<file path="src/hdl/dstm_pkg.sv">
// Shared types, codes and constants of the duration string to minutes block.
package dstm_pkg;

  localparam int ACC_WIDTH_DEFAULT = 32;
  localparam int QUEUE_DEPTH = 4;

  // configuration register indexes
  localparam logic [1:0] CFG_YEAR  = 2'd0;
  localparam logic [1:0] CFG_MONTH = 2'd1;

  // token kinds handed from front to back
  localparam logic [2:0] TOK_DIGIT  = 3'd0;
  localparam logic [2:0] TOK_YEAR   = 3'd1;
  localparam logic [2:0] TOK_DAY    = 3'd2;
  localparam logic [2:0] TOK_HOUR   = 3'd3;
  localparam logic [2:0] TOK_MINUTE = 3'd4;
  localparam logic [2:0] TOK_BAD    = 3'd5;
  localparam logic [2:0] TOK_TERM   = 3'd6;

  localparam logic [3:0] PREFIX_LEN  = 4'd9;
  localparam logic [3:0] PREFIX_FAIL = 4'd15;

  // floor(2^32 / 25), used for quotient estimates by 25
  localparam logic [31:0] RECIP_25 = 32'd171798691;

  localparam logic [31:0] MIN_PER_YEAR = 32'd525600;
  localparam logic [31:0] MIN_PER_DAY  = 32'd1440;
  localparam logic [31:0] MIN_PER_HOUR = 32'd60;

  typedef struct packed {
    logic [2:0] kind;
    logic [3:0] digit;
    logic       perm;
  } token_t;

  typedef struct packed {
    logic [15:0] year;
    logic [3:0]  month;
  } cfg_t;

  function automatic logic [7:0] prefix_char(input logic [3:0] idx);
    logic [7:0] c;
    unique case (idx)
      4'd0: c = 8'h70;  // p
      4'd1: c = 8'h65;  // e
      4'd2: c = 8'h72;  // r
      4'd3: c = 8'h6d;  // m
      4'd4: c = 8'h61;  // a
      4'd5: c = 8'h6e;  // n
      4'd6: c = 8'h65;  // e
      4'd7: c = 8'h6e;  // n
      4'd8: c = 8'h74;  // t
      default: c = 8'h00;
    endcase
    return c;
  endfunction

endpackage

</file>
<file path="src/hdl/dstm_front.sv">
// Front end: accepts characters, classifies them and tracks the permanent prefix.
module dstm_front (
  input  logic                 clk,
  input  logic                 rst,
  input  logic                 in_valid,
  output logic                 in_ready,
  input  logic [7:0]           character,
  input  logic                 queue_ready,
  output logic                 push,
  output dstm_pkg::token_t     token
);

  logic [3:0] prefix_progress;
  logic [3:0] prefix_progress_next;

  assign in_ready = queue_ready;
  assign push     = in_valid && queue_ready;

  always_comb begin
    token.digit = 4'(character - 8'h30);
    token.perm  = (prefix_progress == dstm_pkg::PREFIX_LEN);
    if (character == 8'h00) begin
      token.kind = dstm_pkg::TOK_TERM;
    end else if (character >= 8'h30 && character <= 8'h39) begin
      token.kind = dstm_pkg::TOK_DIGIT;
    end else if (character == 8'h79) begin
      token.kind = dstm_pkg::TOK_YEAR;
    end else if (character == 8'h64) begin
      token.kind = dstm_pkg::TOK_DAY;
    end else if (character == 8'h68) begin
      token.kind = dstm_pkg::TOK_HOUR;
    end else if (character == 8'h6d) begin
      token.kind = dstm_pkg::TOK_MINUTE;
    end else begin
      token.kind = dstm_pkg::TOK_BAD;
    end
  end

  always_comb begin
    prefix_progress_next = prefix_progress;
    if (character == 8'h00) begin
      prefix_progress_next = 4'd0;
    end else if (prefix_progress < dstm_pkg::PREFIX_LEN) begin
      if (character == dstm_pkg::prefix_char(prefix_progress)) begin
        prefix_progress_next = prefix_progress + 4'd1;
      end else begin
        prefix_progress_next = dstm_pkg::PREFIX_FAIL;
      end
    end
  end

  always_ff @(posedge clk) begin
    if (rst) begin
      prefix_progress <= 4'd0;
    end else if (push) begin
      prefix_progress <= prefix_progress_next;
    end
  end

endmodule

</file>
<file path="src/hdl/dstm_queue.sv">
// Short token queue between front and back.
module dstm_queue #(
  parameter int DEPTH = dstm_pkg::QUEUE_DEPTH
) (
  input  logic             clk,
  input  logic             rst,
  input  logic             push,
  input  dstm_pkg::token_t push_token,
  output logic             ready,
  input  logic             pop,
  output logic             head_valid,
  output dstm_pkg::token_t head_token
);

  localparam int PTR_W = (DEPTH > 1) ? $clog2(DEPTH) : 1;
  localparam int CNT_W = $clog2(DEPTH + 1);

  dstm_pkg::token_t slots [DEPTH];
  logic [PTR_W-1:0] wr_ptr;
  logic [PTR_W-1:0] rd_ptr;
  logic [CNT_W-1:0] count;

  assign ready      = (count != CNT_W'(DEPTH));
  assign head_valid = (count != '0);
  assign head_token = slots[rd_ptr];

  function automatic logic [PTR_W-1:0] ptr_inc(input logic [PTR_W-1:0] p);
    logic [PTR_W-1:0] n;
    if (p == PTR_W'(DEPTH - 1)) begin
      n = '0;
    end else begin
      n = p + PTR_W'(1);
    end
    return n;
  endfunction

  always_ff @(posedge clk) begin
    if (push) begin
      slots[wr_ptr] <= push_token;
    end
  end

  always_ff @(posedge clk) begin
    if (rst) begin
      wr_ptr <= '0;
      rd_ptr <= '0;
      count  <= '0;
    end else begin
      if (push) begin
        wr_ptr <= ptr_inc(wr_ptr);
      end
      if (pop) begin
        rd_ptr <= ptr_inc(rd_ptr);
      end
      if (push && !pop) begin
        count <= count + CNT_W'(1);
      end else if (pop && !push) begin
        count <= count - CNT_W'(1);
      end
    end
  end

endmodule

</file>
<file path="src/hdl/dstm_back.sv">
// Back end: accumulates amounts and runs the leap count and minute total sequence.
module dstm_back #(
  parameter int ACC_WIDTH = dstm_pkg::ACC_WIDTH_DEFAULT
) (
  input  logic               clk,
  input  logic               rst,
  input  dstm_pkg::cfg_t     cfg,
  input  logic               q_valid,
  input  dstm_pkg::token_t   q_token,
  output logic               q_pop,
  output logic               out_valid,
  input  logic               out_ready,
  output logic signed [31:0] expiration_minutes,
  output logic               parse_error
);

  localparam logic ST_RUN  = 1'b0;
  localparam logic ST_CALC = 1'b1;

  localparam logic [3:0] STEP_DIV0   = 4'd0;
  localparam logic [3:0] STEP_DIV1   = 4'd1;
  localparam logic [3:0] STEP_DIV2   = 4'd2;
  localparam logic [3:0] STEP_DIV3   = 4'd3;
  localparam logic [3:0] STEP_YEAR   = 4'd4;
  localparam logic [3:0] STEP_LEAP   = 4'd5;
  localparam logic [3:0] STEP_DAY    = 4'd6;
  localparam logic [3:0] STEP_HOUR   = 4'd7;
  localparam logic [3:0] STEP_FINAL  = 4'd8;

  logic                 state;
  logic [3:0]           step;
  logic [ACC_WIDTH-1:0] digit_accumulator;
  logic [31:0]          year_amount;
  logic [31:0]          day_amount;
  logic [31:0]          hour_amount;
  logic [31:0]          minute_amount;
  logic                 error_seen;
  logic [31:0]          leap_acc;
  logic [31:0]          total;
  logic [63:0]          prod;

  logic                 out_free;
  logic                 out_load;
  logic                 is_term;
  logic                 special;
  logic                 year_pos;
  logic [31:0]          start_year;
  logic [31:0]          stop_year;
  logic [31:0]          mul_a;
  logic [31:0]          mul_b;
  logic [31:0]          prev_v;
  logic [31:0]          q_est;
  logic [31:0]          rem;
  logic [31:0]          q_fix;
  logic [31:0]          final_total;
  logic [ACC_WIDTH-1:0] acc_times10;

  function automatic logic [31:0] div_in(input logic [1:0] k, input logic [31:0] s,
                                         input logic [31:0] e);
    logic [31:0] v;
    unique case (k)
      2'd0: v = (s + 32'd99) >> 2;
      2'd1: v = (s + 32'd399) >> 4;
      2'd2: v = (e + 32'd99) >> 2;
      default: v = (e + 32'd399) >> 4;
    endcase
    return v;
  endfunction

  assign out_free    = !out_valid || out_ready;
  assign is_term     = (q_token.kind == dstm_pkg::TOK_TERM);
  assign special     = q_token.perm || error_seen || (digit_accumulator != '0);
  assign year_pos    = (year_amount != 32'd0) && !year_amount[31];
  assign start_year  = 32'(cfg.year) + ((cfg.month > 4'd1) ? 32'd1 : 32'd0);
  assign stop_year   = start_year + year_amount;
  assign acc_times10 = (digit_accumulator << 3) + (digit_accumulator << 1)
                     + ACC_WIDTH'(q_token.digit);

  // pop a term only when its result can be placed or the sequence starts
  assign q_pop = (state == ST_RUN) && q_valid && (!is_term || !special || out_free);

  assign out_load = (state == ST_RUN) ? (q_pop && is_term && special)
                                      : ((step == STEP_FINAL) && out_free);

  always_comb begin
    mul_a = 32'd0;
    mul_b = 32'd0;
    unique case (step)
      STEP_DIV0, STEP_DIV1, STEP_DIV2, STEP_DIV3: begin
        mul_a = div_in(step[1:0], start_year, stop_year);
        mul_b = dstm_pkg::RECIP_25;
      end
      STEP_YEAR: begin
        mul_a = year_amount;
        mul_b = dstm_pkg::MIN_PER_YEAR;
      end
      STEP_LEAP: begin
        mul_a = year_pos ? leap_acc : 32'd0;
        mul_b = dstm_pkg::MIN_PER_DAY;
      end
      STEP_DAY: begin
        mul_a = day_amount;
        mul_b = dstm_pkg::MIN_PER_DAY;
      end
      STEP_HOUR: begin
        mul_a = hour_amount;
        mul_b = dstm_pkg::MIN_PER_HOUR;
      end
      default: begin
        mul_a = 32'd0;
        mul_b = 32'd0;
      end
    endcase
  end

  // correct the reciprocal estimate of the previous step's quotient by 25
  always_comb begin
    prev_v = div_in(2'(step - 4'd1), start_year, stop_year);
    q_est  = prod[63:32];
    rem    = prev_v - ((q_est << 4) + (q_est << 3) + q_est);
    q_fix  = q_est + ((rem >= 32'd25) ? 32'd1 : 32'd0);
  end

  assign final_total = total + prod[31:0];

  always_ff @(posedge clk) begin
    if (state == ST_CALC && step != STEP_FINAL) begin
      prod <= 64'(mul_a) * 64'(mul_b);
    end
  end

  always_ff @(posedge clk) begin
    if (rst) begin
      state             <= ST_RUN;
      step              <= STEP_DIV0;
      digit_accumulator <= '0;
      year_amount       <= 32'd0;
      day_amount        <= 32'd0;
      hour_amount       <= 32'd0;
      minute_amount     <= 32'd0;
      error_seen        <= 1'b0;
      out_valid         <= 1'b0;
      leap_acc          <= 32'd0;
      total             <= 32'd0;
    end else begin
      if (out_valid && out_ready && !out_load) begin
        out_valid <= 1'b0;
      end
      if (state == ST_RUN) begin
        if (q_pop) begin
          if (is_term) begin
            if (special) begin
              out_valid          <= 1'b1;
              expiration_minutes <= 32'sd0;
              parse_error        <= !q_token.perm;
              digit_accumulator  <= '0;
              year_amount        <= 32'd0;
              day_amount         <= 32'd0;
              hour_amount        <= 32'd0;
              minute_amount      <= 32'd0;
              error_seen         <= 1'b0;
            end else begin
              state <= ST_CALC;
              step  <= STEP_DIV0;
            end
          end else if (!error_seen) begin
            unique case (q_token.kind)
              dstm_pkg::TOK_DIGIT: digit_accumulator <= acc_times10;
              dstm_pkg::TOK_YEAR: begin
                year_amount       <= 32'(digit_accumulator);
                digit_accumulator <= '0;
              end
              dstm_pkg::TOK_DAY: begin
                day_amount        <= 32'(digit_accumulator);
                digit_accumulator <= '0;
              end
              dstm_pkg::TOK_HOUR: begin
                hour_amount       <= 32'(digit_accumulator);
                digit_accumulator <= '0;
              end
              dstm_pkg::TOK_MINUTE: begin
                minute_amount     <= 32'(digit_accumulator);
                digit_accumulator <= '0;
              end
              default: begin
                error_seen        <= 1'b1;
                digit_accumulator <= '0;
              end
            endcase
          end
        end
      end else begin
        unique case (step)
          STEP_DIV0: begin
            leap_acc <= ((stop_year + 32'd3) >> 2) - ((start_year + 32'd3) >> 2);
            total    <= minute_amount;
          end
          STEP_DIV1: leap_acc <= leap_acc + q_fix;
          STEP_DIV2: leap_acc <= leap_acc - q_fix;
          STEP_DIV3: leap_acc <= leap_acc - q_fix;
          STEP_YEAR: leap_acc <= leap_acc + q_fix;
          STEP_LEAP, STEP_DAY, STEP_HOUR: total <= total + prod[31:0];
          default: begin
            // hold the finished total until the output register frees up
            if (out_free) begin
              out_valid          <= 1'b1;
              expiration_minutes <= $signed(final_total);
              parse_error        <= 1'b0;
              digit_accumulator  <= '0;
              year_amount        <= 32'd0;
              day_amount         <= 32'd0;
              hour_amount        <= 32'd0;
              minute_amount      <= 32'd0;
              error_seen         <= 1'b0;
              state              <= ST_RUN;
            end
          end
        endcase
        if (step != STEP_FINAL) begin
          step <= step + 4'd1;
        end
      end
    end
  end

endmodule

</file>
<file path="src/hdl/duration_string_to_minutes.sv">
// Top level: duration string parser with decoupled front and back ends.
//
// Usage: characters of a duration string such as 3y10d4h5m arrive on the
// in channel (in_valid, in_ready, character), byte 0 ends the string. One
// word leaves on the out channel (out_valid, out_ready) per terminator:
// expiration_minutes and parse_error. A string starting with permanent
// yields 0 with no error; a bad character or a nonzero number with no
// unit yields 0 with parse_error set.
// Throughput: one character per cycle while the queue has room. The front
// classifies each character as it is accepted and pushes a token into a
// four entry queue; the back pops one token per cycle when not busy with a
// terminator. A terminator holds the back while one shared multiplier runs
// four quotient estimates for the leap count and four minute products, then
// loads the total into the output register; a terminator ending in the
// permanent or error case loads its result directly. A stalled receiver
// holds the result in the output register; the back then waits and the
// queue fills, after which in_ready drops. Reset (rst, synchronous) empties
// the queue, clears all string state and sets cfg.year to 1970 and cfg.month
// to 0. cfg_we writes register cfg_index (0 year, 1 month) from cfg_data;
// the user must write only while the block is idle, unchecked by the block.
module duration_string_to_minutes #(
  parameter int ACC_WIDTH   = dstm_pkg::ACC_WIDTH_DEFAULT,
  parameter int QUEUE_DEPTH = dstm_pkg::QUEUE_DEPTH
) (
  input  logic               clk,
  input  logic               rst,
  input  logic               cfg_we,
  input  logic [1:0]         cfg_index,
  input  logic [15:0]        cfg_data,
  input  logic               in_valid,
  output logic               in_ready,
  input  logic [7:0]         character,
  output logic               out_valid,
  input  logic               out_ready,
  output logic signed [31:0] expiration_minutes,
  output logic               parse_error
);

  dstm_pkg::cfg_t   cfg;
  dstm_pkg::token_t push_token;
  dstm_pkg::token_t head_token;
  logic             push;
  logic             queue_ready;
  logic             head_valid;
  logic             pop;

  always_ff @(posedge clk) begin
    if (rst) begin
      cfg.year  <= 16'd1970;
      cfg.month <= 4'd0;
    end else if (cfg_we) begin
      if (cfg_index == dstm_pkg::CFG_YEAR) begin
        cfg.year <= cfg_data;
      end else if (cfg_index == dstm_pkg::CFG_MONTH) begin
        cfg.month <= cfg_data[3:0];
      end
    end
  end

  dstm_front u_front (
    .clk         (clk),
    .rst         (rst),
    .in_valid    (in_valid),
    .in_ready    (in_ready),
    .character   (character),
    .queue_ready (queue_ready),
    .push        (push),
    .token       (push_token)
  );

  dstm_queue #(
    .DEPTH (QUEUE_DEPTH)
  ) u_queue (
    .clk        (clk),
    .rst        (rst),
    .push       (push),
    .push_token (push_token),
    .ready      (queue_ready),
    .pop        (pop),
    .head_valid (head_valid),
    .head_token (head_token)
  );

  dstm_back #(
    .ACC_WIDTH (ACC_WIDTH)
  ) u_back (
    .clk                (clk),
    .rst                (rst),
    .cfg                (cfg),
    .q_valid            (head_valid),
    .q_token            (head_token),
    .q_pop              (pop),
    .out_valid          (out_valid),
    .out_ready          (out_ready),
    .expiration_minutes (expiration_minutes),
    .parse_error        (parse_error)
  );

endmodule

</file>
<file path="config.mk">
export PLATFORM = sky130hd
export DESIGN_NAME = duration_string_to_minutes
export DESIGN_NICKNAME = d
export VERILOG_FILES = /design/src/hdl/dstm_pkg.sv /design/src/hdl/dstm_front.sv /design/src/hdl/dstm_queue.sv /design/src/hdl/dstm_back.sv /design/src/hdl/duration_string_to_minutes.sv
export SDC_FILE = /design/constraint.sdc
export NUM_CORES = 2
export LEC_CHECK = 0
export ABC_AREA = 1
export BUFFER_PORTS_ARGS = -buffer_cell sky130_fd_sc_hd__buf_2
export CAP_MARGIN = 5
export CELL_PAD_IN_SITES_DETAIL_PLACEMENT = 2
export CELL_PAD_IN_SITES_GLOBAL_PLACEMENT = 2
export CORE_MARGIN = 2
export CORE_UTILIZATION = 40
export DETAILED_ROUTE_END_ITERATION = 16
export MAX_ROUTING_LAYER = met4
export PLACE_DENSITY_LB_ADDON = 0.1
export SLEW_MARGIN = 25
export SYNTH_ARGS = -nofsm -noshare
export SYNTH_HDL_FRONTEND = slang
export SYNTH_HIERARCHICAL = 1
export SYNTH_SLANG_ARGS = --single-unit
export TNS_END_PERCENT = 10
</file>
<file path="constraint.sdc">
create_clock -name clk -period 12.2 [get_ports clk]
set_input_delay 0.61 -clock clk [delete_from_list [all_inputs] [get_ports clk]]
set_output_delay 0.61 -clock clk [all_outputs]
set_load 0.02 [all_outputs]
</file>
==> run summary <==
initial antenna violation count: 6
CP Max Fanout: 6
Die Y: 373 µm
Cells after Synth: 7204
DRC Markers: 0
minimum hold slack: 0.240 ns
Worst EP required: 12.60 ns
die area: 139000 µm²
WS Path Type: flop to flop
R2R Path Start: cfg[2]$_SDFFE_PP0P_
largest net degree at the start of global routing: 81
DR pass1 iterations: 5
root buffer cell: clkbuf_16
CP endpoint kind: flop
antenna-violating nets left: 0
vias in the first global route: 58900
Fmax: 84.6 MHz
Num Clock Sinks: 397
1st-iter DRT viols: 3447
Routed WL: 254000 µm
ratio of cells with drive above 1 in the final layout: 0.114
drt wl/cell: 27.3 µm
Setup violations, final: 0
Hold Crit Class: input port to flop
Rows: 135
GRT met1 Usage: 0.474
H-tree Lvls: 2
Most Crowded Layer GR: met2
register area: 9230 µm²
outcome: completed
worst path bufs/invs: 12
Worst-Skew Late Latency: 0.65 ns
first-pass GRT wire length: 381000 µm
endpoints failing hold: 0
Setup crit start: cfg[2]$_SDFFE_PP0P_
warnings from Yosys: 6
nets: 8680
MaxCap Viol Count: 0
IO Port Bufs: 65
fin crit share: 0.969
hold bufs inserted after CTS: 0
I/O pins: 66
final setup skew: 0.0348 ns
All-Layer GR Usage: 0.373
most used cell, CP: inv_1
area of the multi-input gates: 39900 µm²
core box area: 135000 µm²
Area Overhead vs Synth: 12.4%
fillers: 15700
Slew HR: 0.285
CP max-delay cell: fa_1
Via density: 5.65
DP HPWL: 212000 µm
grt met3 use: 0.0459
via count: 52500
final-report max-slew violation count: 0
Mean Syn Cell Area: 7.55 µm²
CTS clk-pin slew, worst paths: 0.06 ns
Hold Path Origin: cfg_data[4]
CP top delay family: adder cells
nature of the critical path startpoint: flop
slowest stage delay, CP: 0.56 ns
clk buf depth: 3
worst slew pin tran: 1.07 ns
grt met2 use: 0.611
Worst EP arrival: 12.22 ns
chip width: 373 µm
Num CTS Buffers: 51
Syn Std Cell Area: 54400 µm²
CTS tree: built
setup TNS: 0 ns
GRT overflow: 0
Final min period: 11.82 ns
RSZ-0062 raised after global routing: yes
routability congestion estimate: 0.955
Starting Density: 0.402
## worst min-delay path, cell delays in order
cell     delay, ns
buf_2         0.08
nand3_1       0.07
nand3_1       0.08
## registers in the layout (all words and copies together) (netlist names), named ones only
signal	cells
u_back/step	4
u_front/prefix_progress	4
u_queue/count	3
u_back/expiration_minutes	32
u_back/hour_amount	32
u_back/error_seen	1
u_back/digit_accumulator	32
u_queue/wr_ptr	2
u_back/parse_error	1
u_back/total	32
u_back/out_valid	1
u_back/year_amount	32
u_back/minute_amount	32
u_back/day_amount	32
u_back/prod	63
u_queue/rd_ptr	2
u_queue/slots	32
cfg	19
u_back/leap_acc	32
u_back/state	1
## placed cells by master, fill, tap and decap left out, types with 22 or more instances in the layout
cell type	n
fa_1	549
o21ai_0	337
nand3_1	287
xnor2_1	64
nand2_1	1237
edfxtp_1	128
nor2_4	42
nor2_1	616
ha_1	610
a21oi_1	490
dfxtp_1	269
nand3b_1	22
inv_2	65
inv_1	1407
nor2_2	65
a31oi_1	53
nor4_1	29
buf_2	64
nand4_1	81
xor2_1	150
nand3_2	27
o211ai_1	51
nor3_1	56
buf_4	277
nand2_2	73
clkbuf_16	51
## cell type report
type | instances | area share
well taps | 1781 | 0.0364
inverters | 1481 | 0.0910
flip-flops and latches | 397 | 0.151
multi-input cells | 5190 | 0.652
repair buffers | 342 | 0.0394
diodes | 3 | 0.000123
clock buffers | 68 | 0.0232
clock inverters | 28 | 0.00651
## per-stage QoR
step | setup WS (ns) | cells | instance area [µm²] | util
floorplan | 2.18 | 7222 | 54500 | -
global placement | 0.0448 | 9169 | 58300 | 0.431
detailed placement | -0.246 | 9169 | 58300 | 0.431
CTS | 0.00650 | 9265 | 60200 | 0.445
global route | -0.163 | 9290 | 61100 | 0.452
finish | 0.379 | 9290 | 61100 | 0.452
## final timing paths
kind                                   endpoint  slack [ns]  depth (start not counted)
max                   u_back/prod[56]$_DFFE_PP_        0.38                         54
min                         cfg[8]$_SDFFE_PP1P_        0.24                          3
max reg2reg           u_back/prod[56]$_DFFE_PP_        0.38                         54
min reg2reg  u_back/day_amount[24]$_SDFFE_PP0P_        0.46                          2
## metal layers
layer,part of all wire,vias up
met5,0,-
met4,0.041,0
met3,0.051,469
met2,0.48,1399
met1,0.43,27100
li1,-,23500
## what timing repair did
item / 4_1_cts / 5_1_grt
setup endpoints to repair: 7 / 53
resized for setup: 7 / 192
pin swaps: 1 / 33
gates cloned: 0 / 0
buffers inserted: 0 / 22
Power is not shown: default switching activity piles up to over one toggle a cycle in this logic, so the estimate is an artifact.
